File: src/hw/rtl/uartrxf_pkg.sv
`default_nettype none

package uartrxf_pkg;

  // Default ring size; the ring holds one byte less than this.
  localparam int BUFFER_DEPTH_DEF = 128;

  localparam int BYTE_W     = 8;
  localparam int MARK_W     = 7;
  localparam int EVT_W      = 3;
  localparam int CFG_IDX_W  = 3;
  localparam int CFG_DATA_W = 8;
  localparam int RT_CHARS   = 5;

  // Event kinds carried by one input word.
  typedef enum logic [1:0] {
    CMD_RX    = 2'd0,
    CMD_READ  = 2'd1,
    CMD_CLEAR = 2'd2,
    CMD_TX    = 2'd3
  } cmd_t;

  // Software flow control state.
  typedef enum logic [1:0] {
    FLOW_XON_SENT  = 2'd0,
    FLOW_XOFF_SENT = 2'd1,
    FLOW_SEND_XON  = 2'd2,
    FLOW_SEND_XOFF = 2'd3
  } flow_t;

  // Configuration register map.
  typedef enum logic [CFG_IDX_W-1:0] {
    CFG_STATUS_CHAR      = 3'd0,
    CFG_CYCLE_START_CHAR = 3'd1,
    CFG_FEED_HOLD_CHAR   = 3'd2,
    CFG_SAFETY_DOOR_CHAR = 3'd3,
    CFG_ABORT_CHAR       = 3'd4,
    CFG_FLOW_ENABLE      = 3'd5,
    CFG_LOW_MARK         = 3'd6,
    CFG_FULL_MARK        = 3'd7
  } cfg_idx_t;

  // Realtime event codes.
  localparam logic [EVT_W-1:0] EVT_NONE        = 3'd0;
  localparam logic [EVT_W-1:0] EVT_STATUS      = 3'd1;
  localparam logic [EVT_W-1:0] EVT_CYCLE_START = 3'd2;
  localparam logic [EVT_W-1:0] EVT_FEED_HOLD   = 3'd3;
  localparam logic [EVT_W-1:0] EVT_DOOR        = 3'd4;
  localparam logic [EVT_W-1:0] EVT_ABORT       = 3'd5;

  // Flow control characters.
  localparam logic [BYTE_W-1:0] CHAR_XON  = 8'h11;
  localparam logic [BYTE_W-1:0] CHAR_XOFF = 8'h13;

  // Configuration reset values.
  localparam logic [BYTE_W-1:0] RST_STATUS_CHAR      = 8'd63;
  localparam logic [BYTE_W-1:0] RST_CYCLE_START_CHAR = 8'd126;
  localparam logic [BYTE_W-1:0] RST_FEED_HOLD_CHAR   = 8'd33;
  localparam logic [BYTE_W-1:0] RST_SAFETY_DOOR_CHAR = 8'd64;
  localparam logic [BYTE_W-1:0] RST_ABORT_CHAR       = 8'd24;
  localparam logic [MARK_W-1:0] RST_LOW_MARK         = 7'd64;
  localparam logic [MARK_W-1:0] RST_FULL_MARK        = 7'd96;

  // Controller states.
  typedef enum logic {
    S_IDLE = 1'b0,
    S_EXEC = 1'b1
  } ctrl_state_t;

  // Controller to datapath commands.
  typedef struct packed {
    logic capture;
    logic commit;
  } ctrl_cmd_t;

  // Datapath to controller status.
  typedef struct packed {
    logic out_free;
  } dp_status_t;

  // One result word.
  typedef struct packed {
    logic              read_valid;
    logic [BYTE_W-1:0] read_data;
    logic [EVT_W-1:0]  rt_event;
    logic              overflow;
    logic [MARK_W-1:0] fill_count;
    logic              flow_char_valid;
    logic [BYTE_W-1:0] flow_char;
  } result_t;

endpackage

`default_nettype wire

File: src/hw/rtl/uartrxf_in_if.sv
`default_nettype none

interface uartrxf_in_if;
  import uartrxf_pkg::*;

  logic              valid;
  logic              ready;
  logic [1:0]        cmd;
  logic [BYTE_W-1:0] rx_byte;

  modport source (output valid, output cmd, output rx_byte, input ready);
  modport sink   (input valid, input cmd, input rx_byte, output ready);
endinterface

`default_nettype wire

File: src/hw/rtl/uartrxf_out_if.sv
`default_nettype none

interface uartrxf_out_if;
  import uartrxf_pkg::*;

  logic              valid;
  logic              ready;
  logic              read_valid;
  logic [BYTE_W-1:0] read_data;
  logic [EVT_W-1:0]  rt_event;
  logic              overflow;
  logic [MARK_W-1:0] fill_count;
  logic              flow_char_valid;
  logic [BYTE_W-1:0] flow_char;

  modport source (
    output valid, output read_valid, output read_data, output rt_event,
    output overflow, output fill_count, output flow_char_valid, output flow_char,
    input ready
  );
  modport sink (
    input valid, input read_valid, input read_data, input rt_event,
    input overflow, input fill_count, input flow_char_valid, input flow_char,
    output ready
  );
endinterface

`default_nettype wire

File: src/hw/rtl/uartrxf_ram.sv
`default_nettype none

module uartrxf_ram #(
  parameter int WIDTH = 8,
  parameter int DEPTH = 128
) (
  input  wire logic                     clk,
  input  wire logic                     we,
  input  wire logic [$clog2(DEPTH)-1:0] waddr,
  input  wire logic [WIDTH-1:0]         wdata,
  input  wire logic [$clog2(DEPTH)-1:0] raddr,
  output logic      [WIDTH-1:0]         rdata
);

  logic [WIDTH-1:0] mem [DEPTH];

  // Single write port, registered read port.
  always_ff @(posedge clk) begin
    if (we) begin
      mem[waddr] <= wdata;
    end
    rdata <= mem[raddr];
  end

endmodule

`default_nettype wire

File: src/hw/rtl/uartrxf_ctrl.sv
`default_nettype none

module uartrxf_ctrl (
  input  wire logic                   clk,
  input  wire logic                   rst_n,
  input  wire logic                   in_valid,
  output logic                        in_ready,
  input  wire uartrxf_pkg::dp_status_t status,
  output uartrxf_pkg::ctrl_cmd_t      cmd
);
  import uartrxf_pkg::*;

  ctrl_state_t state_r, state_nxt;

  // State register.
  always_ff @(posedge clk) begin
    if (!rst_n) begin
      state_r <= S_IDLE;
    end else begin
      state_r <= state_nxt;
    end
  end

  // Next state: take a word, then finish it once the result register is free.
  always_comb begin
    state_nxt = state_r;
    unique case (state_r)
      S_IDLE: begin
        if (in_valid) begin
          state_nxt = S_EXEC;
        end
      end
      S_EXEC: begin
        if (status.out_free) begin
          state_nxt = S_IDLE;
        end
      end
      default: state_nxt = S_IDLE;
    endcase
  end

  // Outputs.
  always_comb begin
    in_ready    = 1'b0;
    cmd.capture = 1'b0;
    cmd.commit  = 1'b0;
    unique case (state_r)
      S_IDLE: begin
        in_ready    = 1'b1;
        cmd.capture = in_valid;
      end
      S_EXEC: begin
        cmd.commit = status.out_free;
      end
      default: ;
    endcase
  end

  // A word is finished only from the execute state.
  assert property (@(posedge clk) disable iff (!rst_n)
    cmd.commit |-> state_r == S_EXEC)
    else $error("commit outside execute state");

  // A word taken in is always followed by the execute state.
  assert property (@(posedge clk) disable iff (!rst_n)
    cmd.capture |=> state_r == S_EXEC)
    else $error("captured word not executed");

  // No new word is taken while one is being executed.
  assert property (@(posedge clk) disable iff (!rst_n)
    state_r == S_EXEC |-> !in_ready)
    else $error("ready raised during execution");

endmodule

`default_nettype wire

File: src/hw/rtl/uartrxf_dp.sv
`default_nettype none

module uartrxf_dp #(
  parameter int BUFFER_DEPTH = uartrxf_pkg::BUFFER_DEPTH_DEF
) (
  input  wire logic                                clk,
  input  wire logic                                rst_n,
  input  wire uartrxf_pkg::ctrl_cmd_t              cmd,
  output uartrxf_pkg::dp_status_t                  status,
  input  wire logic [1:0]                          in_cmd,
  input  wire logic [uartrxf_pkg::BYTE_W-1:0]      in_rx_byte,
  input  wire logic                                cfg_we,
  input  wire logic [uartrxf_pkg::CFG_IDX_W-1:0]   cfg_index,
  input  wire logic [uartrxf_pkg::CFG_DATA_W-1:0]  cfg_data,
  output logic                                     out_valid,
  input  wire logic                                out_ready,
  output uartrxf_pkg::result_t                     result
);
  import uartrxf_pkg::*;

  localparam int PTR_W  = $clog2(BUFFER_DEPTH);
  localparam int FILL_W = (PTR_W + 1 > MARK_W) ? PTR_W + 1 : MARK_W;
  localparam logic [PTR_W-1:0] PTR_LAST = PTR_W'(BUFFER_DEPTH - 1);
  localparam logic [PTR_W:0]   DEPTH_V  = (PTR_W + 1)'(BUFFER_DEPTH);

  // Configuration registers.
  logic [BYTE_W-1:0] rt_char_r [RT_CHARS];
  logic              flow_en_r;
  logic [MARK_W-1:0] low_mark_r;
  logic [MARK_W-1:0] full_mark_r;

  // Ring and flow state.
  logic [PTR_W-1:0] wr_ptr_r, wr_ptr_nxt;
  logic [PTR_W-1:0] rd_ptr_r, rd_ptr_nxt;
  flow_t            flow_r, flow_nxt;

  // Held input word.
  cmd_t              cmd_r;
  logic [BYTE_W-1:0] byte_r;

  // Result register.
  logic    out_valid_r;
  result_t res_r, res_nxt;

  logic              ram_we;
  logic [BYTE_W-1:0] ram_rdata;
  logic [PTR_W-1:0]  wr_adv, rd_adv;
  logic [EVT_W-1:0]  rt_evt;
  logic [FILL_W-1:0] fill_after_wr, fill_after_rd, fill_post;

  // Bytes held for a given pair of pointers.
  function automatic logic [FILL_W-1:0] fill_of(input logic [PTR_W-1:0] w,
                                                input logic [PTR_W-1:0] r);
    logic [PTR_W:0] d;
    d = {1'b0, w} - {1'b0, r};
    if (d[PTR_W]) begin
      d = d + DEPTH_V;
    end
    return FILL_W'(d);
  endfunction

  // Configuration writes.
  always_ff @(posedge clk) begin
    if (!rst_n) begin
      rt_char_r[0] <= RST_STATUS_CHAR;
      rt_char_r[1] <= RST_CYCLE_START_CHAR;
      rt_char_r[2] <= RST_FEED_HOLD_CHAR;
      rt_char_r[3] <= RST_SAFETY_DOOR_CHAR;
      rt_char_r[4] <= RST_ABORT_CHAR;
      flow_en_r    <= 1'b0;
      low_mark_r   <= RST_LOW_MARK;
      full_mark_r  <= RST_FULL_MARK;
    end else if (cfg_we) begin
      unique case (cfg_idx_t'(cfg_index))
        CFG_STATUS_CHAR:      rt_char_r[0] <= cfg_data;
        CFG_CYCLE_START_CHAR: rt_char_r[1] <= cfg_data;
        CFG_FEED_HOLD_CHAR:   rt_char_r[2] <= cfg_data;
        CFG_SAFETY_DOOR_CHAR: rt_char_r[3] <= cfg_data;
        CFG_ABORT_CHAR:       rt_char_r[4] <= cfg_data;
        CFG_FLOW_ENABLE:      flow_en_r    <= cfg_data[0];
        CFG_LOW_MARK:         low_mark_r   <= cfg_data[MARK_W-1:0];
        CFG_FULL_MARK:        full_mark_r  <= cfg_data[MARK_W-1:0];
        default: ;
      endcase
    end
  end

  // Input word holding register.
  always_ff @(posedge clk) begin
    if (cmd.capture) begin
      cmd_r  <= cmd_t'(in_cmd);
      byte_r <= in_rx_byte;
    end
  end

  // Byte store: written at the write pointer, read continuously at the read pointer.
  uartrxf_ram #(
    .WIDTH (BYTE_W),
    .DEPTH (BUFFER_DEPTH)
  ) u_ram (
    .clk   (clk),
    .we    (ram_we),
    .waddr (wr_ptr_r),
    .wdata (byte_r),
    .raddr (rd_ptr_r),
    .rdata (ram_rdata)
  );

  // Pointer advance with wrap at the ring size.
  assign wr_adv = (wr_ptr_r == PTR_LAST) ? '0 : wr_ptr_r + 1'b1;
  assign rd_adv = (rd_ptr_r == PTR_LAST) ? '0 : rd_ptr_r + 1'b1;

  assign fill_after_wr = fill_of(wr_adv, rd_ptr_r);
  assign fill_after_rd = fill_of(wr_ptr_r, rd_adv);
  assign fill_post     = fill_of(wr_ptr_nxt, rd_ptr_nxt);

  // Realtime match; the lowest numbered character wins, so it is tested last.
  always_comb begin
    rt_evt = EVT_NONE;
    if (byte_r == rt_char_r[4]) rt_evt = EVT_ABORT;
    if (byte_r == rt_char_r[3]) rt_evt = EVT_DOOR;
    if (byte_r == rt_char_r[2]) rt_evt = EVT_FEED_HOLD;
    if (byte_r == rt_char_r[1]) rt_evt = EVT_CYCLE_START;
    if (byte_r == rt_char_r[0]) rt_evt = EVT_STATUS;
  end

  // Execute the held word.
  always_comb begin
    wr_ptr_nxt = wr_ptr_r;
    rd_ptr_nxt = rd_ptr_r;
    flow_nxt   = flow_r;
    ram_we     = 1'b0;
    res_nxt    = '0;
    if (cmd.commit) begin
      case (cmd_r)
        CMD_RX: begin
          if (rt_evt != EVT_NONE) begin
            res_nxt.rt_event = rt_evt;
          end else if (wr_adv != rd_ptr_r) begin
            ram_we     = 1'b1;
            wr_ptr_nxt = wr_adv;
            if (flow_en_r && fill_after_wr >= FILL_W'(full_mark_r) &&
                flow_r == FLOW_XON_SENT) begin
              flow_nxt = FLOW_SEND_XOFF;
            end
          end else begin
            res_nxt.overflow = 1'b1;
          end
        end
        CMD_READ: begin
          if (wr_ptr_r != rd_ptr_r) begin
            res_nxt.read_valid = 1'b1;
            res_nxt.read_data  = ram_rdata;
            rd_ptr_nxt         = rd_adv;
            if (flow_en_r && fill_after_rd < FILL_W'(low_mark_r) &&
                flow_r == FLOW_XOFF_SENT) begin
              flow_nxt = FLOW_SEND_XON;
            end
          end
        end
        CMD_CLEAR: begin
          rd_ptr_nxt = wr_ptr_r;
          flow_nxt   = FLOW_XON_SENT;
        end
        CMD_TX: begin
          if (flow_en_r && flow_r == FLOW_SEND_XOFF) begin
            res_nxt.flow_char_valid = 1'b1;
            res_nxt.flow_char       = CHAR_XOFF;
            flow_nxt                = FLOW_XOFF_SENT;
          end else if (flow_en_r && flow_r == FLOW_SEND_XON) begin
            res_nxt.flow_char_valid = 1'b1;
            res_nxt.flow_char       = CHAR_XON;
            flow_nxt                = FLOW_XON_SENT;
          end
        end
        default: ;
      endcase
      res_nxt.fill_count = fill_post[MARK_W-1:0];
    end
  end

  // Ring pointers and flow state.
  always_ff @(posedge clk) begin
    if (!rst_n) begin
      wr_ptr_r <= '0;
      rd_ptr_r <= '0;
      flow_r   <= FLOW_XON_SENT;
    end else begin
      wr_ptr_r <= wr_ptr_nxt;
      rd_ptr_r <= rd_ptr_nxt;
      flow_r   <= flow_nxt;
    end
  end

  // Result register, held until the sink takes it.
  always_ff @(posedge clk) begin
    if (!rst_n) begin
      out_valid_r <= 1'b0;
    end else if (cmd.commit) begin
      out_valid_r <= 1'b1;
    end else if (out_ready) begin
      out_valid_r <= 1'b0;
    end
  end

  always_ff @(posedge clk) begin
    if (cmd.commit) begin
      res_r <= res_nxt;
    end
  end

  assign status.out_free = !out_valid_r || out_ready;
  assign out_valid       = out_valid_r;
  assign result          = res_r;

  // Pointers stay inside the ring.
  assert property (@(posedge clk) disable iff (!rst_n)
    (PTR_W + 1)'(wr_ptr_r) < DEPTH_V && (PTR_W + 1)'(rd_ptr_r) < DEPTH_V)
    else $error("ring pointer out of range");

  // A finished word always shows a result in the next cycle.
  assert property (@(posedge clk) disable iff (!rst_n)
    cmd.commit |=> out_valid_r)
    else $error("result lost after commit");

  // A buffer reset leaves the ring empty and the flow state cleared.
  assert property (@(posedge clk) disable iff (!rst_n)
    cmd.commit && cmd_r == CMD_CLEAR |=> wr_ptr_r == rd_ptr_r && flow_r == FLOW_XON_SENT)
    else $error("buffer reset did not empty the ring");

endmodule

`default_nettype wire

File: src/hw/rtl/uart_rx_fifo_realtime_flow_unit.sv
// Channel   Direction  Handshake       Payload
// in_ch     in         valid/ready     cmd, rx_byte
// out_ch    out        valid/ready     read_valid, read_data, rt_event, overflow,
//                                      fill_count, flow_char_valid, flow_char
// cfg_*     in         cfg_we only     cfg_index, cfg_data
//
// Each word is taken in by the idle state and executed by the execute state, the
// execute step set by the registered read port of the byte store.
// A new word is taken while the previous result still waits in the output register.
// A stalled output holds the execute step until the result register frees up.
// Reset is synchronous; the byte store itself is not cleared, no pass is needed.
`default_nettype none

module uart_rx_fifo_realtime_flow_unit #(
  parameter int BUFFER_DEPTH = uartrxf_pkg::BUFFER_DEPTH_DEF
) (
  input  wire logic                               clk,
  input  wire logic                               rst_n,
  uartrxf_in_if.sink                              in_ch,
  uartrxf_out_if.source                           out_ch,
  input  wire logic                               cfg_we,
  input  wire logic [uartrxf_pkg::CFG_IDX_W-1:0]  cfg_index,
  input  wire logic [uartrxf_pkg::CFG_DATA_W-1:0] cfg_data
);
  import uartrxf_pkg::*;

  ctrl_cmd_t  ctrl_cmd;
  dp_status_t dp_status;
  result_t    result;
  logic       in_ready;
  logic       out_valid;

  // Sequencing of input words.
  uartrxf_ctrl u_ctrl (
    .clk      (clk),
    .rst_n    (rst_n),
    .in_valid (in_ch.valid),
    .in_ready (in_ready),
    .status   (dp_status),
    .cmd      (ctrl_cmd)
  );

  // Ring, realtime matching and flow control.
  uartrxf_dp #(
    .BUFFER_DEPTH (BUFFER_DEPTH)
  ) u_dp (
    .clk        (clk),
    .rst_n      (rst_n),
    .cmd        (ctrl_cmd),
    .status     (dp_status),
    .in_cmd     (in_ch.cmd),
    .in_rx_byte (in_ch.rx_byte),
    .cfg_we     (cfg_we),
    .cfg_index  (cfg_index),
    .cfg_data   (cfg_data),
    .out_valid  (out_valid),
    .out_ready  (out_ch.ready),
    .result     (result)
  );

  // Channel connections.
  assign in_ch.ready            = in_ready;
  assign out_ch.valid           = out_valid;
  assign out_ch.read_valid      = result.read_valid;
  assign out_ch.read_data       = result.read_data;
  assign out_ch.rt_event        = result.rt_event;
  assign out_ch.overflow        = result.overflow;
  assign out_ch.fill_count      = result.fill_count;
  assign out_ch.flow_char_valid = result.flow_char_valid;
  assign out_ch.flow_char       = result.flow_char;

endmodule

`default_nettype wire

File: src/flat_wrapper.sv
// flat-port wrapper written by rule: the top's interface ports become plain ports
module uart_rx_fifo_realtime_flow_unit_flat import uartrxf_pkg::*;
#(
  parameter int BUFFER_DEPTH = uartrxf_pkg::BUFFER_DEPTH_DEF
)
  (clk, rst_n, cfg_we, cfg_index, cfg_data, in_ch_valid, in_ch_cmd, in_ch_rx_byte, in_ch_ready, out_ch_valid, out_ch_read_valid, out_ch_read_data, out_ch_rt_event, out_ch_overflow, out_ch_fill_count, out_ch_flow_char_valid, out_ch_flow_char, out_ch_ready);
  uartrxf_in_if in_ch_i ();
  uartrxf_out_if out_ch_i ();
  input  wire logic clk;
  input  wire logic rst_n;
  input  wire logic cfg_we;
  input  wire logic [uartrxf_pkg::CFG_IDX_W-1:0] cfg_index;
  input  wire logic [uartrxf_pkg::CFG_DATA_W-1:0] cfg_data;
  input wire logic [$bits(in_ch_i.valid)-1:0] in_ch_valid;
  input wire logic [$bits(in_ch_i.cmd)-1:0] in_ch_cmd;
  input wire logic [$bits(in_ch_i.rx_byte)-1:0] in_ch_rx_byte;
  output wire logic [$bits(in_ch_i.ready)-1:0] in_ch_ready;
  output wire logic [$bits(out_ch_i.valid)-1:0] out_ch_valid;
  output wire logic [$bits(out_ch_i.read_valid)-1:0] out_ch_read_valid;
  output wire logic [$bits(out_ch_i.read_data)-1:0] out_ch_read_data;
  output wire logic [$bits(out_ch_i.rt_event)-1:0] out_ch_rt_event;
  output wire logic [$bits(out_ch_i.overflow)-1:0] out_ch_overflow;
  output wire logic [$bits(out_ch_i.fill_count)-1:0] out_ch_fill_count;
  output wire logic [$bits(out_ch_i.flow_char_valid)-1:0] out_ch_flow_char_valid;
  output wire logic [$bits(out_ch_i.flow_char)-1:0] out_ch_flow_char;
  input wire logic [$bits(out_ch_i.ready)-1:0] out_ch_ready;
  assign in_ch_i.valid = in_ch_valid;
  assign in_ch_i.cmd = in_ch_cmd;
  assign in_ch_i.rx_byte = in_ch_rx_byte;
  assign in_ch_ready = in_ch_i.ready;
  assign out_ch_valid = out_ch_i.valid;
  assign out_ch_read_valid = out_ch_i.read_valid;
  assign out_ch_read_data = out_ch_i.read_data;
  assign out_ch_rt_event = out_ch_i.rt_event;
  assign out_ch_overflow = out_ch_i.overflow;
  assign out_ch_fill_count = out_ch_i.fill_count;
  assign out_ch_flow_char_valid = out_ch_i.flow_char_valid;
  assign out_ch_flow_char = out_ch_i.flow_char;
  assign out_ch_i.ready = out_ch_ready;
  uart_rx_fifo_realtime_flow_unit #(.BUFFER_DEPTH(BUFFER_DEPTH)) u_core (.clk(clk), .rst_n(rst_n), .in_ch(in_ch_i), .out_ch(out_ch_i), .cfg_we(cfg_we), .cfg_index(cfg_index), .cfg_data(cfg_data));
endmodule
File: config.mk
export PLATFORM = sky130hd
export DESIGN_NAME = uart_rx_fifo_realtime_flow_unit_flat
export DESIGN_NICKNAME = d
export VERILOG_FILES = /design/src/hw/rtl/uartrxf_pkg.sv /design/src/hw/rtl/uartrxf_in_if.sv /design/src/hw/rtl/uartrxf_out_if.sv /design/src/hw/rtl/uartrxf_ram.sv /design/src/hw/rtl/uartrxf_ctrl.sv /design/src/hw/rtl/uartrxf_dp.sv /design/src/hw/rtl/uart_rx_fifo_realtime_flow_unit.sv /design/src/flat_wrapper.sv
export SDC_FILE = /design/constraint.sdc
export NUM_CORES = 1
export LEC_CHECK = 0
export ABC_AREA = 1
export BUFFER_PORTS_ARGS = -buffer_cell sky130_fd_sc_hd__clkbuf_2
export CORE_ASPECT_RATIO = 0.8
export CORE_MARGIN = 2
export CORE_UTILIZATION = 42
export CTS_CLUSTER_SIZE = 10
export DETAILED_ROUTE_END_ITERATION = 8
export HOLD_SLACK_MARGIN = 0.02
export SLEW_MARGIN = 30
export SYNTH_ARGS = -nofsm -noshare
export SYNTH_HDL_FRONTEND = slang
export SYNTH_SLANG_ARGS = --single-unit
File: constraint.sdc
create_clock -name clk -period 4.84 [get_ports clk]
set_clock_uncertainty 0.1 [all_clocks]
set_input_delay 0.484 -clock clk [delete_from_list [all_inputs] [get_ports clk]]
set_output_delay 0.484 -clock clk [all_outputs]
set_load 0.01 [all_outputs]
## Word level (Yosys, flattened, before mapping)

Memory sizes are Yosys's and may differ from the RTL's. A register that Yosys moved wholly into a read port is not among the register bits.
Cells that the tools add are included.

| cells by class | value |
|---|---|
| equal/unequal tests | 28 |
| reduce and logical (&&, ||, !) cells | 21 |
| bitwise logic cells | 8 |
| $lt $le $gt $ge | 2 |
| muxes and demuxes | 69 |
| $add $sub $neg | 8 |

Operators by type and width:

| cell | count |
|---|---|
| 7-bit two-way mux | 9 |
| 8-bit two-way mux | 7 |
| 8-bit equality test | 5 |
| 1-bit two-way mux | 35 |
| 9-bit two-way mux | 3 |
| 7-bit by 7-bit subtractor with 8-bit output | 3 |
| 7-bit by 1-bit adder with 7-bit output (second input constant) | 3 |
| 8-bit adder (second input constant) | 2 |
| 3-bit two-way mux | 5 |
| 7-bit equality test (second input constant) | 2 |
| 2-bit two-way mux | 7 |
| 7-bit inequality test | 2 |
| 7-bit case mux with 2 select lines | 1 |
| 3-bit equality test (second input constant) | 4 |
| 2-bit inequality test (second input constant) | 5 |
| 2-bit AND reduction | 5 |
| 2-bit equality test (second input constant) | 4 |
| 8-bit by 7-bit greater-or-equal comparator with 1-bit output | 1 |
| 8-bit by 7-bit < comparator with 1-bit output | 1 |
| 2-bit case mux with 4 select lines | 1 |
| 7-bit AND reduction | 1 |
| 3-bit by 2-bit equality test with 1-bit output (second input constant) | 2 |
| 1-bit logical AND | 6 |
| 1-bit OR | 5 |
| other kinds (12) | 17 |

| storage, ports and cells | value |
|---|---|
| memories kept | 2 |
| logic and storage cells | 156 |
| output and inout bits | 31 |
| bits in writable memories | 1,064 |
| register bits | 72 |
| input port bits | 26 |

Memories:

| memory | words | bits a word | read ports | clocked after Yosys merged registers in | write ports | line | source |
|---|---|---|---|---|---|---|---|
| u_core.u_dp.u_ram.mem | 128 | 8 | 1 | 1 | 1 | uartrxf_ram.sv:15 | `logic [WIDTH-1:0] mem [DEPTH];` |
| u_core.u_dp.rt_char_r | 5 | 8 | 5 | 0 | 5 | uartrxf_dp.sv:27 | `logic [BYTE_W-1:0] rt_char_r [RT_CHARS];` |

## Depth between registers and ports, before layout

An unclocked memory read counts as a cell.

| logic depth | value |
|---|---|
| depth after elaboration | 14 |
| mapped depth | 29 |
| depth with buffers taken out | 29 |

## By module

From an unflattened synthesis, not the netlist that was laid out.

| second synthesis, totals | value |
|---|---|
| cells, all modules | 4,356 |
| area, all modules | 48,396.4 um^2 |

By module, submodules not included:

| module | cells each | area an instance (um^2) | seq. area each (um^2) | instances |
|---|---|---|---|---|
| uartrxf_ram | 3,575 | 42,104.1 | 30,909.6 | 1 |
| uartrxf_dp | 772 | 6,239.7 | 2,802.7 | 1 |
| uartrxf_ctrl | 9 | 52.6 | 20.0 | 1 |

## Worst setup path before layout

Ideal clock, no wire load.

| timing | value |
|---|---|
| path type | flip-flop to flip-flop |
| from | register u_core.u_dp.byte_r[6] |
| to | register u_core.u_dp.res_r, in the netlist u_core.u_dp.result[15], data pin |
| required time | 4.491 ns |
| setup slack | -0.169 ns |
| clock period less this slack | 5.009 ns |
| buffers on the path | 2 |
| library setup time | 0.249 ns |
| arrival | 4.660 ns |
| cell stages (with the launch flop) | 23 |
| cells stage by stage | edfxtp_1 > buf_2 > inv_2 > or2_2 > nand4_1 > nor2_1 > nand4_1 > nand3_1 > nor2_4 > buf_8 > o21ai_0 > ha_1 > fa_1 > o21ai_0 > nand2_1 > nand2_1 > a21oi_1 > inv_1 > nand2_1 > nand2_1 > nand3_1 > nand2_1 > inv_1 |

| on the way | value |
|---|---|
| longest elaborated chain between the ends | 13 |
| elaborated cells on any way between the ends | 17 |
| classes of those cells | 2 x add/sub; 5 x eq/ne; 9 x mux; 1 x reduce/logical |

Ends and longest elaborated chain:

| item | line | source |
|---|---|---|
| from (decl) | uartrxf_dp.sv:39 | `logic [BYTE_W-1:0] byte_r;` |
| from (signal assigned) | uartrxf_dp.sv:92 | `byte_r <= in_rx_byte;` |
| 8-bit equality test | uartrxf_dp.sv:120 | `if (byte_r == rt_char_r[4]) rt_evt = EVT_ABORT;` |
| 3-bit two-way mux | uartrxf_dp.sv:120 |  |
| 3-bit two-way mux | uartrxf_dp.sv:121 | `if (byte_r == rt_char_r[3]) rt_evt = EVT_DOOR;` |
| 3-bit two-way mux | uartrxf_dp.sv:122 | `if (byte_r == rt_char_r[2]) rt_evt = EVT_FEED_HOLD;` |
| 3-bit two-way mux | uartrxf_dp.sv:123 | `if (byte_r == rt_char_r[1]) rt_evt = EVT_CYCLE_START;` |
| 3-bit two-way mux * | uartrxf_dp.sv:124 | `if (byte_r == rt_char_r[0]) rt_evt = EVT_STATUS;` |
| 3-bit nonzero test * | uartrxf_dp.sv:137 | `if (rt_evt != EVT_NONE) begin` |
| 7-bit two-way mux * | uartrxf_dp.sv:137 |  |
| 7-bit two-way mux * | uartrxf_dp.sv:135 | `case (cmd_r)` |
| 7-bit two-way mux * | uartrxf_dp.sv:134 | `if (cmd.commit) begin` |
| 7-bit by 7-bit subtractor with 8-bit output * | uartrxf_dp.sv:55 | `d = {1'b0, w} - {1'b0, r};` |
| 7-bit by 1-bit adder with 7-bit output | uartrxf_dp.sv:57 | `d = d + DEPTH_V;` |
| 7-bit two-way mux * | uartrxf_dp.sv:56 | `if (d[PTR_W]) begin` |
| net u_core.u_dp.fill_post[6] | uartrxf_dp.sv:49 | `logic [FILL_W-1:0] fill_after_wr, fill_after_rd, fill_post;` |
| to (signal assigned) | uartrxf_dp.sv:208 | `res_r <= res_nxt;` |
| to (decl) | uartrxf_dp.sv:43 | `result_t res_r, res_nxt;` |

Mark *: on every way through the listed nets, which the timed path passes. The rest lies on a longest branch.
A chain may end at the register's enable or synchronous reset.

## Final worst setup path

| timing | value |
|---|---|
| from | register u_core.u_dp.wr_ptr_r[1] |
| to | memory u_core.u_dp.u_ram.mem[52][4], enable pin |

| on the way | value |
|---|---|
| longest elaborated chain between the ends | 9 |
| elaborated cells on any way between the ends | 10 |
| classes of those cells | 1 x add/sub; 2 x eq/ne; 7 x mux |

Ends and longest elaborated chain:

| item | line | source |
|---|---|---|
| from (decl) | uartrxf_dp.sv:33 | `logic [PTR_W-1:0] wr_ptr_r, wr_ptr_nxt;` |
| from (signal assigned) | uartrxf_dp.sv:189 | `wr_ptr_r <= wr_ptr_nxt;` |
| 7-bit by 1-bit adder with 7-bit output or 7-bit equality test (tied branches) | uartrxf_dp.sv:110 | `assign wr_adv = (wr_ptr_r == PTR_LAST) ? '0 : wr_ptr_r + 1'b1;` |
| 7-bit two-way mux | uartrxf_dp.sv:110 |  |
| 7-bit inequality test | uartrxf_dp.sv:139 | `end else if (wr_adv != rd_ptr_r) begin` |
| 1-bit two-way mux | uartrxf_dp.sv:139 |  |
| 1-bit two-way mux | uartrxf_dp.sv:137 |  |
| 1-bit two-way mux | uartrxf_dp.sv:135 |  |
| 1-bit two-way mux | uartrxf_dp.sv:134 |  |
| 1-bit two-way mux | uartrxf_ram.sv:19 | `if (we) begin` |
| 1-bit two-way mux (not written as such) | uartrxf_ram.sv:20 | `mem[waddr] <= wdata;` |
| to (decl) | uartrxf_ram.sv:15 |  |

Several ways; a longest one is shown, not always the timed one.

==> results <==
- The via-per-instance ratio is 5.790.
- The number of violations reported at the end of detailed-routing iteration 0 is 3850.
- The hold slack is 0.1605 ns.
- Routability-driven placement finished with a final weighted congestion of 0.9083.
- TritonCTS built the clock tree.
- The maximum vdd drop is 0.2230 mV.
- The commonest cells after synthesis are 1096 x edfxtp_1, 692 x nor2_1, 512 x o21ai_0, 337 x nand2_1, 206 x o22ai_1.
- The number of cells produced by synthesis is 3773.
- The final max-slew violation count is 0.
- The CTS clock-pin slew for the worst setup and hold paths is 0.06 ns.
- The wire length of the first global-routing pass is 189300 um.
- Global routing finished with a remaining overflow of 0.
- The clock passes through at most 3 buffers.
- Summed over all layers, the routed wires come to 126600 um.
- The share of synthesized area in the top cell type comes to 0.7061.
- After detailed routing, the number of remaining DRC violations is 0.
- The final antenna-violating net count is 0.
- The worst max-slew margin expressed relative to the limit is 0.2853.
- Yosys attributes the largest share of cell area to edfxtp_1 71%, nor2_1 5.6%, o21ai_0 5.5%.
- The via count of the first global-routing pass is 28860.
- After synthesis the netlist holds a flip-flop and latch count of 1137.
- The path class of the tightest hold or removal check is in2reg.
- The initial antenna violation count was 1.
- The count of input and output buffers is 51.
- Buffers inserted during clock tree synthesis total 133.
- The length of the first detailed-routing pass in iterations is 6.
- The total via count after detailed routing is 30670.
- The number of antenna repair diodes is 0.
- The data arrival time of the worst path is 4.73 ns.
- The wire-length estimate of the detail-placed layout is 74030 um.
- The initial core utilization is 0.4224.
- The synthesized netlist occupies a cell area of 46610 um2.
- In this run the post-CTS setup repair buffer count came out at 0.
- The synthesized design spends more area on one cell type than any other, namely edfxtp_1.
- The worst setup path is captured at a flop.
- The count of fill cells added during filler insertion is 9638.
- The width of the die is 376.4 um.
- The flow ran to the end, and the final reports show no timing, DRC or antenna violations.
- The share of total power dissipated in sequential elements is 0.532.
- After the last flow step, the layout net total stands at 3879.
- Of all flip-flops after synthesis, the portion carrying an async set or reset was 0.
- Setup repair after global routing left no endpoint under its margin.
- The analysis attributes to cell leakage a power of 17.81 nW.
- The startpoint identified for the worst hold timing path is rst_n.
- The net switching power is 0.004313 W.
- The routed design could run at a clock period as short as 4.483 ns.
- The relative area change from synthesis to final layout is 12.33%.
- Timing would allow up to 0.2231 GHz.
- The mean area per synthesized cell is 12.35 um2.
- The most instantiated library cell after synthesis is edfxtp_1.
- The count of final hold-check violations is 0.
- The most used flip-flop cell after synthesis is edfxtp_1.
- STA puts the critical path data required time at 5.09 ns.
- The post-detailed-route wirelength per cell is 23.90 um.
- The chip height is 302.0 um.
- For the pin with the worst max-slew slack, the measured transition is 1.072 ns.
- The clock drives 1137 sinks.
- The reported max-cap violation count is 0.
- Setup violations remaining at the end of the flow were counted as 0.
- The core area is 110300 um2.
- Of the total power, the share spent switching nets is 0.2102.
- The power share of the clock group is 0.433.
- After floorplanning, the core was divided into 109 placement rows.
- The end-of-flow core utilization is 0.4745.
- The count of H-tree levels built during CTS is 4.
- The pin count of the biggest net entering global routing is 194.
- The cell at the root of the clock tree is clkbuf_16.
- STA classifies the critical path startpoint as a flop.
- Of the total power, combinational logic draws 0.035.
- The proportion of synthesized chip area in sequential cells is 0.7238.
- The fraction of layout cells with a size suffix above 1 is 0.08461.
- The launch point of the critical path is u_core.u_dp.wr_ptr_r[1].
- In this run, synthesis inferred 1096 flip-flops with an integrated enable.
- The overall global routing resource usage is 0.2222.
- The power density of the placed cells is 391.9 nW/um2.
- The floorplan die area is 113700 um2.
- The launch point of the worst reg-to-reg path is u_core.u_dp.wr_ptr_r[1].
- Yosys mapped the design onto 46 distinct sky130hd cell types.
- The internal portion of the total power is 0.01620 W.
- Of the available clock period, the critical path in the final layout requires 0.9263.
- The type of the worst setup path is reg2reg.
- The Yosys step of the flow raised 0 warnings.
- In this run the count of I/O pins placed on the die edge is 57.
- The clock reaches the later pin of the worst-skew pair after 0.74 ns.
- In this run the worst path has a maximum fanout of 16.
- Setup total negative slack on the finished layout was measured at 0 ns.
## cell families (layout without fill, tap and decap cells)
logic type,Yosys count,count (layout),share of synthesized area
compound gates,1010,1010,0.1224
xor+xnor,40,40,0.007517
fa+ha+maj,40,40,0.01122
buf+inv,375,451,0.03299
flops,1137,1137,0.7238
other cells,1,5,0.00008046
simple gates,1170,1170,0.1020
## layout by cell type, fill, tap and decap left out, types with 22 or more instances in the layout
| cell type | count |
|---|---|
| edfxtp_1 | 1096 |
| nor2_1 | 690 |
| o21ai_0 | 510 |
| nand2_1 | 335 |
| o22ai_1 | 206 |
| clkbuf_16 | 138 |
| a21oi_1 | 137 |
| inv_1 | 107 |
| nand3_1 | 93 |
| o221ai_1 | 66 |
| buf_4 | 62 |
| clkbuf_2 | 51 |
| a21o_1 | 38 |
| dfxtp_1 | 37 |
| ha_1 | 36 |
| o21ai_1 | 30 |
| xnor2_1 | 27 |
| dlygate4sd3_1 | 22 |
## worst paths after layout
| kind | to | slack, ns | depth (start not counted) |
|---|---|---|---|
| worst min register to register | u_core.u_dp.full_mark_r[5] | 0.39 | 2 |
| worst max-delay path | u_core.u_dp.u_ram.mem[52][4] | 0.36 | 13 |
| worst min-delay path | u_core.u_dp.low_mark_r[6] | 0.16 | 2 |
| worst max register to register | u_core.u_dp.u_ram.mem[52][4] | 0.36 | 13 |
## layer usage
metal / GRT usage / wire (um) / vias to the layer above
met2: 0.3152 / 53680 / 1476
li1: - / - / 13820
met1: 0.3411 / 58200 / 15190
met3: 0.04981 / 12050 / 176
met5: 0 / 0 / -
met4: 0.06514 / 2638 / 0
## worst max-delay path: stages, from the launching register on
cell	delay [ns]
dfxtp_1	0.44
nand2_1	0.08
nor2_1	0.30
nand3_1	0.12
a22oi_1	0.28
ha_1	0.34
nand4_1	0.14
nor2_1	0.08
nand3_4	0.10
nand3_4	0.08
nor2_4	0.32
buf_4	0.22
nand4_4	0.60
nor2_1	0.88
## repair_timing
item                                    in CTS  in global routing
hold endpoints to repair                    36                  0
resized for setup                            0                  0
endpoints found under the setup margin       0                  0
hold buffers                                22                  0
## area by class of cell
type | count | area (um2) | area share
inverter | 128 | 496.7 | 0.009488
multi-input combinational | 2265 | 11420 | 0.2181
tap | 1443 | 1805 | 0.03449
sequential | 1137 | 33740 | 0.6446
clock buffer | 161 | 3560 | 0.06799
clock inverter | 14 | 138.9 | 0.002653
timing repair buffer | 148 | 1191 | 0.02275
## sequential cells by signal, summed over array words and instances, names as in the netlist
| register | cells |
|---|---|
| u_core.u_dp.low_mark_r | 7 |
| u_core.u_dp.wr_ptr_r | 7 |
| u_core.u_dp.result | 22 |
| u_core.u_dp.out_valid | 1 |
| u_core.u_ctrl.state_r | 1 |
| u_core.u_dp.flow_en_r | 1 |
| u_core.u_dp.u_ram.mem | 1024 |
| u_core.u_dp.rt_char_r | 40 |
| u_core.u_dp.cmd_r | 2 |
| u_core.u_dp.full_mark_r | 7 |
| u_core.u_dp.flow_r | 2 |
| u_core.u_dp.byte_r | 8 |
| u_core.u_dp.u_ram.rdata | 8 |
| u_core.u_dp.rd_ptr_r | 7 |
## power groups by stage
stage	clock network, W	registers (W)	logic (W)
after floorplan	0	0.0112	0.000339
after global placement	0	0.0111	0.000685
after detailed placement	0	0.0111	0.000694
after CTS	0.00901	0.0109	0.000708
after global routing	0.00940	0.0109	0.000790
final	0.00888	0.0109	0.000714
## metrics by stage
stage	cells	power (W)	cell area (um2)	setup slack, ns
CTS	5296	0.02064	52330	0.3831
floorplan	3777	0.01154	46640	0.01509
detailed placement	5099	0.01181	48410	0.4305
finish	5296	0.02052	52350	0.3569
global placement	5098	0.01181	48370	0.5027
global route	5296	0.02111	52350	0.008582
No activity file was read; power rests on OpenSTA's default activity.
